File: src/design/ltd_pkg.sv
// Shared constants and types for the LRU tag directory.
package ltd_pkg;

    localparam int ENTRIES  = 16;
    localparam int IDX_W    = (ENTRIES > 1) ? $clog2(ENTRIES) : 1;
    localparam int KEY_W    = 64;
    localparam int STAMP_W  = 31;
    localparam int SLOT_W   = 4;
    localparam int GRP_SIZE = 4;
    localparam int NGRP     = (ENTRIES + GRP_SIZE - 1) / GRP_SIZE;

    localparam logic KIND_LOOKUP = 1'b0;
    localparam logic KIND_INSERT = 1'b1;

    typedef logic [IDX_W-1:0]   idx_t;
    typedef logic [KEY_W-1:0]   key_t;
    typedef logic [STAMP_W-1:0] stamp_t;
    typedef logic [SLOT_W-1:0]  slot_t;

    // Commands from the controller to the datapath.
    typedef struct packed {
        logic capture;
        logic compare;
        logic commit;
    } ltd_cmd_t;

endpackage

File: src/design/ltd_ctrl.sv
// Controller state machine of the LRU tag directory.
module ltd_ctrl
    import ltd_pkg::*;
(
    input  logic     clk,
    input  logic     rst_n,
    input  logic     req_valid,
    output logic     req_ready,
    output logic     rsp_valid,
    input  logic     rsp_ready,
    output ltd_cmd_t cmd
);

    localparam logic [1:0] ST_IDLE = 2'd0;
    localparam logic [1:0] ST_CMP  = 2'd1;
    localparam logic [1:0] ST_WR   = 2'd2;

    logic [1:0] state_reg, state_next;
    logic       out_valid_reg, out_valid_next;
    logic       commit;

    assign req_ready = (state_reg == ST_IDLE);
    assign rsp_valid = out_valid_reg;

    // A result may be written once the output register is empty or is being taken.
    assign commit = (state_reg == ST_WR) && (!out_valid_reg || rsp_ready);

    always_comb
    begin
        state_next = state_reg;
        unique case (state_reg)
            ST_IDLE:
            begin
                if (req_valid)
                begin
                    state_next = ST_CMP;
                end
            end
            ST_CMP:
            begin
                state_next = ST_WR;
            end
            ST_WR:
            begin
                if (commit)
                begin
                    state_next = ST_IDLE;
                end
            end
            default:
            begin
                state_next = ST_IDLE;
            end
        endcase
    end

    always_comb
    begin
        if (commit)
        begin
            out_valid_next = 1'b1;
        end
        else if (out_valid_reg && rsp_ready)
        begin
            out_valid_next = 1'b0;
        end
        else
        begin
            out_valid_next = out_valid_reg;
        end
    end

    assign cmd.capture = req_valid && req_ready;
    assign cmd.compare = (state_reg == ST_CMP);
    assign cmd.commit  = commit;

    always_ff @(posedge clk or negedge rst_n)
    begin
        if (!rst_n)
        begin
            state_reg     <= ST_IDLE;
            out_valid_reg <= 1'b0;
        end
        else
        begin
            state_reg     <= state_next;
            out_valid_reg <= out_valid_next;
        end
    end

endmodule

File: config.mk
export PLATFORM = sky130hd
export DESIGN_NAME = ltd_ctrl
export DESIGN_NICKNAME = d
export VERILOG_FILES = /design/src/design/ltd_pkg.sv /design/src/design/ltd_ctrl.sv
export SDC_FILE = /design/constraint.sdc
export NUM_CORES = 1
export LEC_CHECK = 0
export ABC_AREA = 1
export BUFFER_PORTS_ARGS = -buffer_cell sky130_fd_sc_hd__buf_4
export CORE_AREA = 2 2 39 41
export DETAILED_ROUTE_END_ITERATION = 8
export DIE_AREA = 0 0 41 43
export PLACE_DENSITY = 0.31
export SLEW_MARGIN = 5
export SYNTH_ARGS = -nofsm -noshare
export SYNTH_HDL_FRONTEND = slang
export SYNTH_SLANG_ARGS = --single-unit
File: constraint.sdc
create_clock -name clk -period 1.4 [get_ports clk]
set_clock_uncertainty 0.2 [all_clocks]
set_input_delay 0.14 -clock clk [delete_from_list [all_inputs] [get_ports clk]]
set_output_delay 0.14 -clock clk [all_outputs]
set_load 0.02 [all_outputs]
==> flow_summary.toml <==
[yosys]
avgSynthCellArea_sq_um = 7.90
synth_fp_nets = 23
synth_top_family_by_area = "simple AND/OR/NAND/NOR gates"
yosysWarnings = 0
syn_area_sq_um = 150
ys_top_cells_by_area = "dfrtp_1 (50%), nor2_1 (10%), nor3b_1 (10%)"
ys_seq_elements = 3
synth-simple-area-share_pct = 31.7
synth_largest_area_cell = "dfrtp_1"
synth_mux_area_share_pct = 0
syn_inst = 19
synth-adder-area-share_pct = 0
synth_top_area_share_pct = 50.0
synth_compound_area_share_pct = 3.33
synth_xor_area_share_pct = 0
ys_seq_area_share_pct = 50.0
synth_cell_types = 9

[drt]
drc_errors = 0
drt_iter0_drc = 1
ant_nets = 0
viasPerCell = 3.41
dr.pass1.iters = 3
routed_wl_um = 373
route.vias.total = 167
avgRoutedWirePerCell_um = 7.61

[worst_hold_path]
hold_path.class = "in2reg"
worstHoldStart = "rsp_ready"
hold_depth = 4
hold_end = "state_reg[1]$_DFFE_PN0P_"

[timing]
worstMarginPinSlew_ps = 179
slew_viol_final = 0
worst_hold_slack_ps = -3.44
finalWorstSetupSlack_ps = 37.9
clock.fmax_ghz = 0.734
fin_crit_sh_pct = 97.3
rsz0062_at_grt = "true"
max-slew-margin-rel_pct = 88.0
final.min_clock_period_ps = 1360
finalSetupTns_ps = 0
setup_viol = 0
finalHoldViolCount = 1

[layout]
final_common_cell = "buf_4"
post-route-util_pct = 21.3
n_fill_cell = 158
largest_reg_flops = 2
layout-drive-gt1-share_pct = 54.5
syn_to_final_growth_pct = 96.7
final_nets = 38
n_antenna_cell = 0
final_cell_mix = "buf_4 (7), nor2_1 (3), inv_1 (3), clkbuf_4 (3), dlygate4sd3_1 (3)"

[floorplan]
boundaryPins = 9
die_x_um = 41
initial_core_util_pct = 10.8
rows = 14
core_area_sq_um = 1380
die_y_um = 43
dieArea_sq_um = 1760

[grt]
grt_usage_pct = 5.72
grt_max_degree = 7
grt_pass1_vias = 143
grt_pass1_wl_um = 586
overflow = 0
antenna_found_initial = 0

[placed_design]
dp_slack_ps = 251
dp_hpwl_um = 291
io_buffers = 8
place.gp.congestion = 0.631

[worst_setup_path]
worstReg2RegEnd = "state_reg[1]$_DFFE_PN0P_"
crit_path_start_kind = "register"
crit_fanout = 6
cp-end-kind = "primary output"
cp_data_required_time_ps = 1060
rrSetupSlack_ps = 430
r2r_cells = 4
reg2reg_from = "state_reg[1]$_DFFE_PN0P_"
critPathKind = "reg2out"
worstPathArrival_ps = 1020

[clock_tree]
cts_sinks = 3
cts_buffers = 3
cts_root_buf = "clkbuf_4"
clock_path_buffers = 2
clk_pin_slew_ps = 40
post_cts_buffers = 0
clock_latency_ps = 230
cts_tree = "done"
cts_max_level = 1

[run_status]
violations = "negative hold slack"
status = "complete, but fails checks"

[pwr]
p_seq_share_pct = 29.3
switching_share_pct = 38.0
power_uw = 527
p_switching_uw = 200
p_int_uw = 326
power_frac_comb_pct = 42.3
power_density_nw_per_um2 = 1780
power_leakage_nw = 0.143
clock_power_share_pct = 28.4
vdd_ir_drop_max_v = 0.000688

[job]
drv_cap = 0
stage by stage:
step,instance area (sq um),std cells,hold WS (ps)
2_1_floorplan,150,19,-356
3_3_place_gp,223,42,-269
3_5_place_dp,223,42,-265
4_1_cts,270,48,-80.6
5_1_grt,295,49,6.52
6_report,295,49,-3.44
metal layers:
metal,routed length [um],global-route usage [%]
met1,157,6.73
met4,0,2.00
met5,0,0
met2,153,5.63
met3,62,7.85
cells by family after synthesis:
logic type / Yosys count
buffers and inverters: 5
AND/OR/NAND/NOR: 10
AO/OA/AOI/OAI: 1
flip-flops: 3
power groups by stage:
stage / clock network (mW) / registers, mW / logic [mW]
after CTS: 0.156 / 0.149 / 0.210
final: 0.150 / 0.154 / 0.223
after detailed placement: 0 / 0.149 / 0.205
after global routing: 0.171 / 0.158 / 0.245
after global placement: 0 / 0.145 / 0.203
after floorplan: 0 / 0.156 / 0.113
worst max path at each step:
stage	startpoint	end	slack [ps]	cells past startpoint
floorplan	state_reg[1]$_DFFE_PN0P_	cmd[2]	90	1
global placement	state_reg[0]$_DFFE_PN0P_	cmd[0]	260	4
detailed placement	state_reg[1]$_DFFE_PN0P_	cmd[2]	250	2
CTS	state_reg[1]$_DFFE_PN0P_	cmd[2]	5	2
global route	state_reg[0]$_DFFE_PN0P_	cmd[0]	-30	4
finish	state_reg[1]$_DFFE_PN0P_	cmd[2]	40	2
Yosys cell counts:
| master | count |
|---|---|
| buf_4 | 1 |
| dfrtp_1 | 3 |
| inv_1 | 3 |
| inv_2 | 1 |
| nand2_1 | 3 |
| nor2_1 | 4 |
| nor2_2 | 1 |
| nor3b_1 | 2 |
| o21ai_0 | 1 |
worst max-delay path: stages (launching register included):
cell and delay [ps]:
dfrtp_2 450, nor3b_2 190, buf_4 160
area by class of cell:
cell class                 instances  area, sq um  share of cell area [%]
timing repair buffer              11         93.8                    31.8
sequential                         3         77.6                    26.3
multi-input combinational         11         62.6                    21.2
clock buffer                       4         26.3                    8.90
tap                               16         20.0                    6.78
inverter                           4         15.0                    5.08
what timing repair did:
action                     CTS  global route
pin swaps                    0             1
gates resized for setup      1             5
hold endpoints to repair     6             1
hold buffers                 2             1
gates cloned                 0             0
setup endpoints to repair    1             2
(Power assumes the default switching activity.)
