==> src/design/ltd_pkg.sv <==
// Shared constants and types for the LRU tag directory.
package ltd_pkg;

    localparam int ENTRIES  = 16;
    localparam int IDX_W    = (ENTRIES > 1) ? $clog2(ENTRIES) : 1;
    localparam int KEY_W    = 64;
    localparam int STAMP_W  = 31;
    localparam int SLOT_W   = 4;
    localparam int GRP_SIZE = 4;
    localparam int NGRP     = (ENTRIES + GRP_SIZE - 1) / GRP_SIZE;

    localparam logic KIND_LOOKUP = 1'b0;
    localparam logic KIND_INSERT = 1'b1;

    typedef logic [IDX_W-1:0]   idx_t;
    typedef logic [KEY_W-1:0]   key_t;
    typedef logic [STAMP_W-1:0] stamp_t;
    typedef logic [SLOT_W-1:0]  slot_t;

    // Commands from the controller to the datapath.
    typedef struct packed {
        logic capture;
        logic compare;
        logic commit;
    } ltd_cmd_t;

endpackage

==> src/design/ltd_datapath.sv <==
// Entry store, key compare, victim search and result register of the directory.
module ltd_datapath
    import ltd_pkg::*;
(
    input  logic     clk,
    input  logic     rst_n,
    input  ltd_cmd_t cmd,
    input  logic     in_kind,
    input  key_t     in_key,
    input  stamp_t   in_stamp,
    output logic     out_hit,
    output slot_t    out_slot,
    output logic     out_evicted
);

    logic   valid_reg [ENTRIES];
    key_t   key_reg   [ENTRIES];
    stamp_t stamp_reg [ENTRIES];

    logic   kind_reg;
    key_t   rkey_reg;
    stamp_t rstamp_reg;

    logic [ENTRIES-1:0] match_reg, match_next;
    idx_t   grp_idx_reg   [NGRP];
    stamp_t grp_stamp_reg [NGRP];
    idx_t   grp_idx_next  [NGRP];
    stamp_t grp_stamp_next[NGRP];

    logic   hit_reg, evicted_reg;
    slot_t  slot_reg;

    logic   any_match, any_free;
    idx_t   match_idx, free_idx, lru_idx, victim_idx;
    stamp_t lru_stamp;

    // First stage: per-entry key compare and the minimum stamp within each group.
    always_comb
    begin
        for (int e = 0; e < ENTRIES; e++)
        begin
            match_next[e] = valid_reg[e] && (key_reg[e] == rkey_reg);
        end
        for (int g = 0; g < NGRP; g++)
        begin
            grp_idx_next[g]   = IDX_W'(g * GRP_SIZE);
            grp_stamp_next[g] = stamp_reg[g * GRP_SIZE];
            for (int j = 1; j < GRP_SIZE; j++)
            begin
                if ((g * GRP_SIZE + j) < ENTRIES)
                begin
                    if (stamp_reg[g * GRP_SIZE + j] < grp_stamp_next[g])
                    begin
                        grp_idx_next[g]   = IDX_W'(g * GRP_SIZE + j);
                        grp_stamp_next[g] = stamp_reg[g * GRP_SIZE + j];
                    end
                end
            end
        end
    end

    // Second stage: lowest matching entry, lowest free entry, oldest group winner.
    always_comb
    begin
        any_match = 1'b0;
        match_idx = '0;
        any_free  = 1'b0;
        free_idx  = '0;
        for (int e = ENTRIES - 1; e >= 0; e--)
        begin
            if (match_reg[e])
            begin
                any_match = 1'b1;
                match_idx = IDX_W'(e);
            end
            if (!valid_reg[e])
            begin
                any_free = 1'b1;
                free_idx = IDX_W'(e);
            end
        end
        lru_idx   = grp_idx_reg[0];
        lru_stamp = grp_stamp_reg[0];
        for (int g = 1; g < NGRP; g++)
        begin
            if (grp_stamp_reg[g] < lru_stamp)
            begin
                lru_idx   = grp_idx_reg[g];
                lru_stamp = grp_stamp_reg[g];
            end
        end
        victim_idx = any_free ? free_idx : lru_idx;
    end

    always_ff @(posedge clk or negedge rst_n)
    begin
        if (!rst_n)
        begin
            for (int e = 0; e < ENTRIES; e++)
            begin
                valid_reg[e] <= 1'b0;
            end
        end
        else if (cmd.commit && (kind_reg == KIND_INSERT))
        begin
            valid_reg[victim_idx] <= 1'b1;
        end
    end

    always_ff @(posedge clk)
    begin
        if (cmd.capture)
        begin
            kind_reg   <= in_kind;
            rkey_reg   <= in_key;
            rstamp_reg <= in_stamp;
        end
        if (cmd.compare)
        begin
            match_reg <= match_next;
            for (int g = 0; g < NGRP; g++)
            begin
                grp_idx_reg[g]   <= grp_idx_next[g];
                grp_stamp_reg[g] <= grp_stamp_next[g];
            end
        end
        if (cmd.commit)
        begin
            if (kind_reg == KIND_INSERT)
            begin
                key_reg[victim_idx]   <= rkey_reg;
                stamp_reg[victim_idx] <= rstamp_reg;
                hit_reg               <= 1'b0;
                slot_reg              <= SLOT_W'(victim_idx);
                evicted_reg           <= !any_free;
            end
            else
            begin
                if (any_match)
                begin
                    stamp_reg[match_idx] <= rstamp_reg;
                end
                hit_reg     <= any_match;
                slot_reg    <= any_match ? SLOT_W'(match_idx) : '0;
                evicted_reg <= 1'b0;
            end
        end
    end

    assign out_hit     = hit_reg;
    assign out_slot    = slot_reg;
    assign out_evicted = evicted_reg;

endmodule

==> config.mk <==
export PLATFORM = sky130hd
export DESIGN_NAME = ltd_datapath
export DESIGN_NICKNAME = d
export VERILOG_FILES = /design/src/design/ltd_pkg.sv /design/src/design/ltd_datapath.sv
export SDC_FILE = /design/constraint.sdc
export NUM_CORES = 2
export LEC_CHECK = 0
export BUFFER_PORTS_ARGS = -buffer_cell sky130_fd_sc_hd__buf_2
export CORE_MARGIN = 1
export CORE_UTILIZATION = 50
export DETAILED_ROUTE_END_ITERATION = 8
export PLACE_DENSITY = 0.77
export SYNTH_ARGS = -nofsm -noshare
export SYNTH_HDL_FRONTEND = slang
export SYNTH_SLANG_ARGS = --single-unit
==> constraint.sdc <==
create_clock -name clk -period 15.65 [get_ports clk]
set_clock_uncertainty 0.2 [all_clocks]
set_input_delay 1.565 -clock clk [delete_from_list [all_inputs] [get_ports clk]]
set_output_delay 1.565 -clock clk [all_outputs]
set_load 0.02 [all_outputs]
==> results.cfg <==
[run_status]
status = complete, no violations

[sta]
total_negative_setup_slack_ns = 0
final_critical_path_setup_slack_ns = 5.18
final_setup_violation_count = 0
hold_violations = 0
fmax_mhz = 95.5
rsz0062_at_grt = false
slew_violations = 0
max_slew.worst_pin.slew_ns = 1.28
whs_ns = 0.323
min_period_ns = 10.47
worst_slew_margin_rel_pct = 14.0
post-route-period-util_pct = 66.9

[yosys]
synth.distinct_cells = 83
synth_area_leaders = sky130_fd_sc_hd__edfxtp_1, sky130_fd_sc_hd__ha_1, sky130_fd_sc_hd__xnor2_1, sky130_fd_sc_hd__xor2_1, sky130_fd_sc_hd__inv_1
synth_register_bits = 1786
yosysMostFrequentCell = sky130_fd_sc_hd__edfxtp_1
synth_cells = 5898
synth_top_area_share_pct = 64.2
synth.cells.most_frequent = sky130_fd_sc_hd__edfxtp_1, sky130_fd_sc_hd__inv_1, sky130_fd_sc_hd__ha_1
synth_edf_count = 1770
postSynth.topFlopCell = sky130_fd_sc_hd__edfxtp_1
area_leader_netlist = sky130_fd_sc_hd__edfxtp_1
post_synth_instance_area_sq_um = 82800
number_of_warnings_printed_during_yosys_synthesis = 0
async_flop_share_pct = 0.896
syn-mean-instance-area_sq_um = 14.0
synth_nets = 6449
yosysSeqAreaShare_pct = 64.6

[place]
portBuffers = 106
gp_congestion = 0.994
placed_cell_area_sq_um = 87000
placed_cells = 8153
dp.final_hpwl_mm = 157
place_ws_ns = 5.25

[die]
placement_rows = 149
die_area_sq_um = 167000
core_area_sq_um = 165000
io_pins = 107
initial_core_util_pct = 50.3
die_h_um = 409
die_w_um = 409

[drt]
detailedRoute.firstPassIterationCount = 7
drt-total-wl_mm = 238
drt-initial-drc-count = 6376
vias = 52600
routedWlPerCell_um = 28.2
postRouteAntennaNets = 0
drc_errors = 0
post_drt_via_cell_ratio = 6.21

[layout]
finalCoreUtilization_pct = 56.2
areaGrowthSynthToFinish_pct = 11.7
final_cell_count_no_fill = 8466
largest_reg_flops = 1024
drive_gt1_share_pct = 11.8
final_net_count = 6692
fin_area_sq_um = 92600

[global_routing]
grt_use_total_pct = 28.2
wire_length_of_the_first_global_routing_pass_mm = 344
globalRoute.totalOverflow = 0
grt_pass1_vias = 51800
antenna_found_initial = 18
grt_start_max_net_pins = 83

[worst_setup_path]
setup.worst_path.end_class = register
cp_top_family = compound AO/OA/AOI/OAI gates
start_kind = register
critPathSlowestCell = sky130_fd_sc_hd__a21oi_4
worstPathArrival_ns = 10.68
critical-path-max-stage-delay_ns = 1.03
timing.critical_path.required_ns = 15.86
reg2reg_from = grp_stamp_reg[1][22]
critical_path.n_buffers_inverters = 2
crit_type = reg -> reg
critical_path_peak_fanout = 33
critical_path_launch_point = grp_stamp_reg[1][22]

[clock_tree]
tritoncts_clock_tree = yes
ctsLongestPathBuffers = 3
clkLatencyLatePin_ns = 0.83
worst_setup_hold_path_clk_slew_ns = 0.06
clock_tree_root = sky130_fd_sc_hd__clkbuf_16
h-tree-depth = 4
cts.repair.resized = 0
cts.sink_count = 1786
tritoncts.num_buffers = 175
cts_hold_buf = 0
cts.repair_timing.setup_buffer_count = 0

[min_path]
hold_start = rkey_reg[44]
timing.hold.worst.class = reg -> reg

[job]
drv_cap = 0

[pwr]
cell_pwr_density_nw_per_um2 = 146
total_power_mw = 13.5
p_leak_nw = 33.6
irDropWorstVdd_v = 0.000137
-- where the power goes --
| group | leakage (nW) | switching, mW | internal (mW) |
|---|---|---|---|
| Combinational | 14.6 | 2.10 | 1.11 |
| Sequential | 16.3 | 0.284 | 5.86 |
| Clock | 2.69 | 1.82 | 2.33 |
| Total | 33.6 | 4.21 | 9.30 |
-- layout by cell type, fill, tap and decap left out, types with 41 or more instances in the layout --
cell / count
sky130_fd_sc_hd__nor4_1: 142
sky130_fd_sc_hd__nand3_1: 89
sky130_fd_sc_hd__a21oi_1: 224
sky130_fd_sc_hd__clkinv_1: 46
sky130_fd_sc_hd__or2_2: 68
sky130_fd_sc_hd__nand2_1: 188
sky130_fd_sc_hd__a21o_1: 132
sky130_fd_sc_hd__mux2_2: 93
sky130_fd_sc_hd__o22ai_1: 93
sky130_fd_sc_hd__mux2i_1: 127
sky130_fd_sc_hd__o2bb2ai_1: 41
sky130_fd_sc_hd__ha_1: 450
sky130_fd_sc_hd__nor2_1: 102
sky130_fd_sc_hd__clkbuf_16: 177
sky130_fd_sc_hd__o21ai_0: 140
sky130_fd_sc_hd__buf_4: 172
sky130_fd_sc_hd__xnor2_1: 414
sky130_fd_sc_hd__buf_2: 105
sky130_fd_sc_hd__inv_1: 456
sky130_fd_sc_hd__nand4_1: 208
sky130_fd_sc_hd__o31ai_1: 68
sky130_fd_sc_hd__nor3_1: 103
sky130_fd_sc_hd__edfxtp_1: 1770
sky130_fd_sc_hd__xor2_1: 343
sky130_fd_sc_hd__a221oi_1: 60
-- kinds of logic (layout without fill, tap and decap cells) --
kind of cell	Yosys count	in the layout	synth area share, %
flip-flops	1786	1786	64.6
AND/OR/NAND/NOR	1009	1009	6.51
AO/OA/AOI/OAI	991	991	8.08
XOR/XNOR	757	757	8.00
buffers and inverters	683	1056	3.14
adder cells (fa/ha/maj)	450	450	6.80
multiplexers	222	222	2.83
other	0	6	0
-- path summary, 6_finish.rpt --
| kind | end | cells past startpoint | slack, ns |
|---|---|---|---|
| worst max register to register | stamp_reg[12][0] | 27 | 5.18 |
| worst min register to register | key_reg[9][44] | 0 | 0.32 |
| worst min-delay path | key_reg[9][44] | 0 | 0.32 |
| min in group asynchronous | valid_reg[7] | 1 | 0.48 |
| worst max-delay path | stamp_reg[12][0] | 27 | 5.18 |
| max in group asynchronous | valid_reg[8] | 1 | 14.45 |
-- area by class of cell --
cell class | instances | area, sq um
antenna | 6 | 15.0
sequential | 1786 | 53600
clock inverter | 90 | 912
inverter | 470 | 1760
timing repair buffer | 279 | 1850
clock buffer | 217 | 4620
multi-input combinational | 3429 | 27100
fill | 12800 | 72300
tap | 2189 | 2740
-- per-layer routing --
layer	global-route usage, %	vias to the layer above	part of all wire (%)
met4	14.9	10	6.1
met3	4.81	760	9.5
met5	0	-	0.029
met2	46.1	3019	47
li1	-	22800	-
met1	36.0	26000	37
No activity file was read; power rests on OpenSTA's default activity.
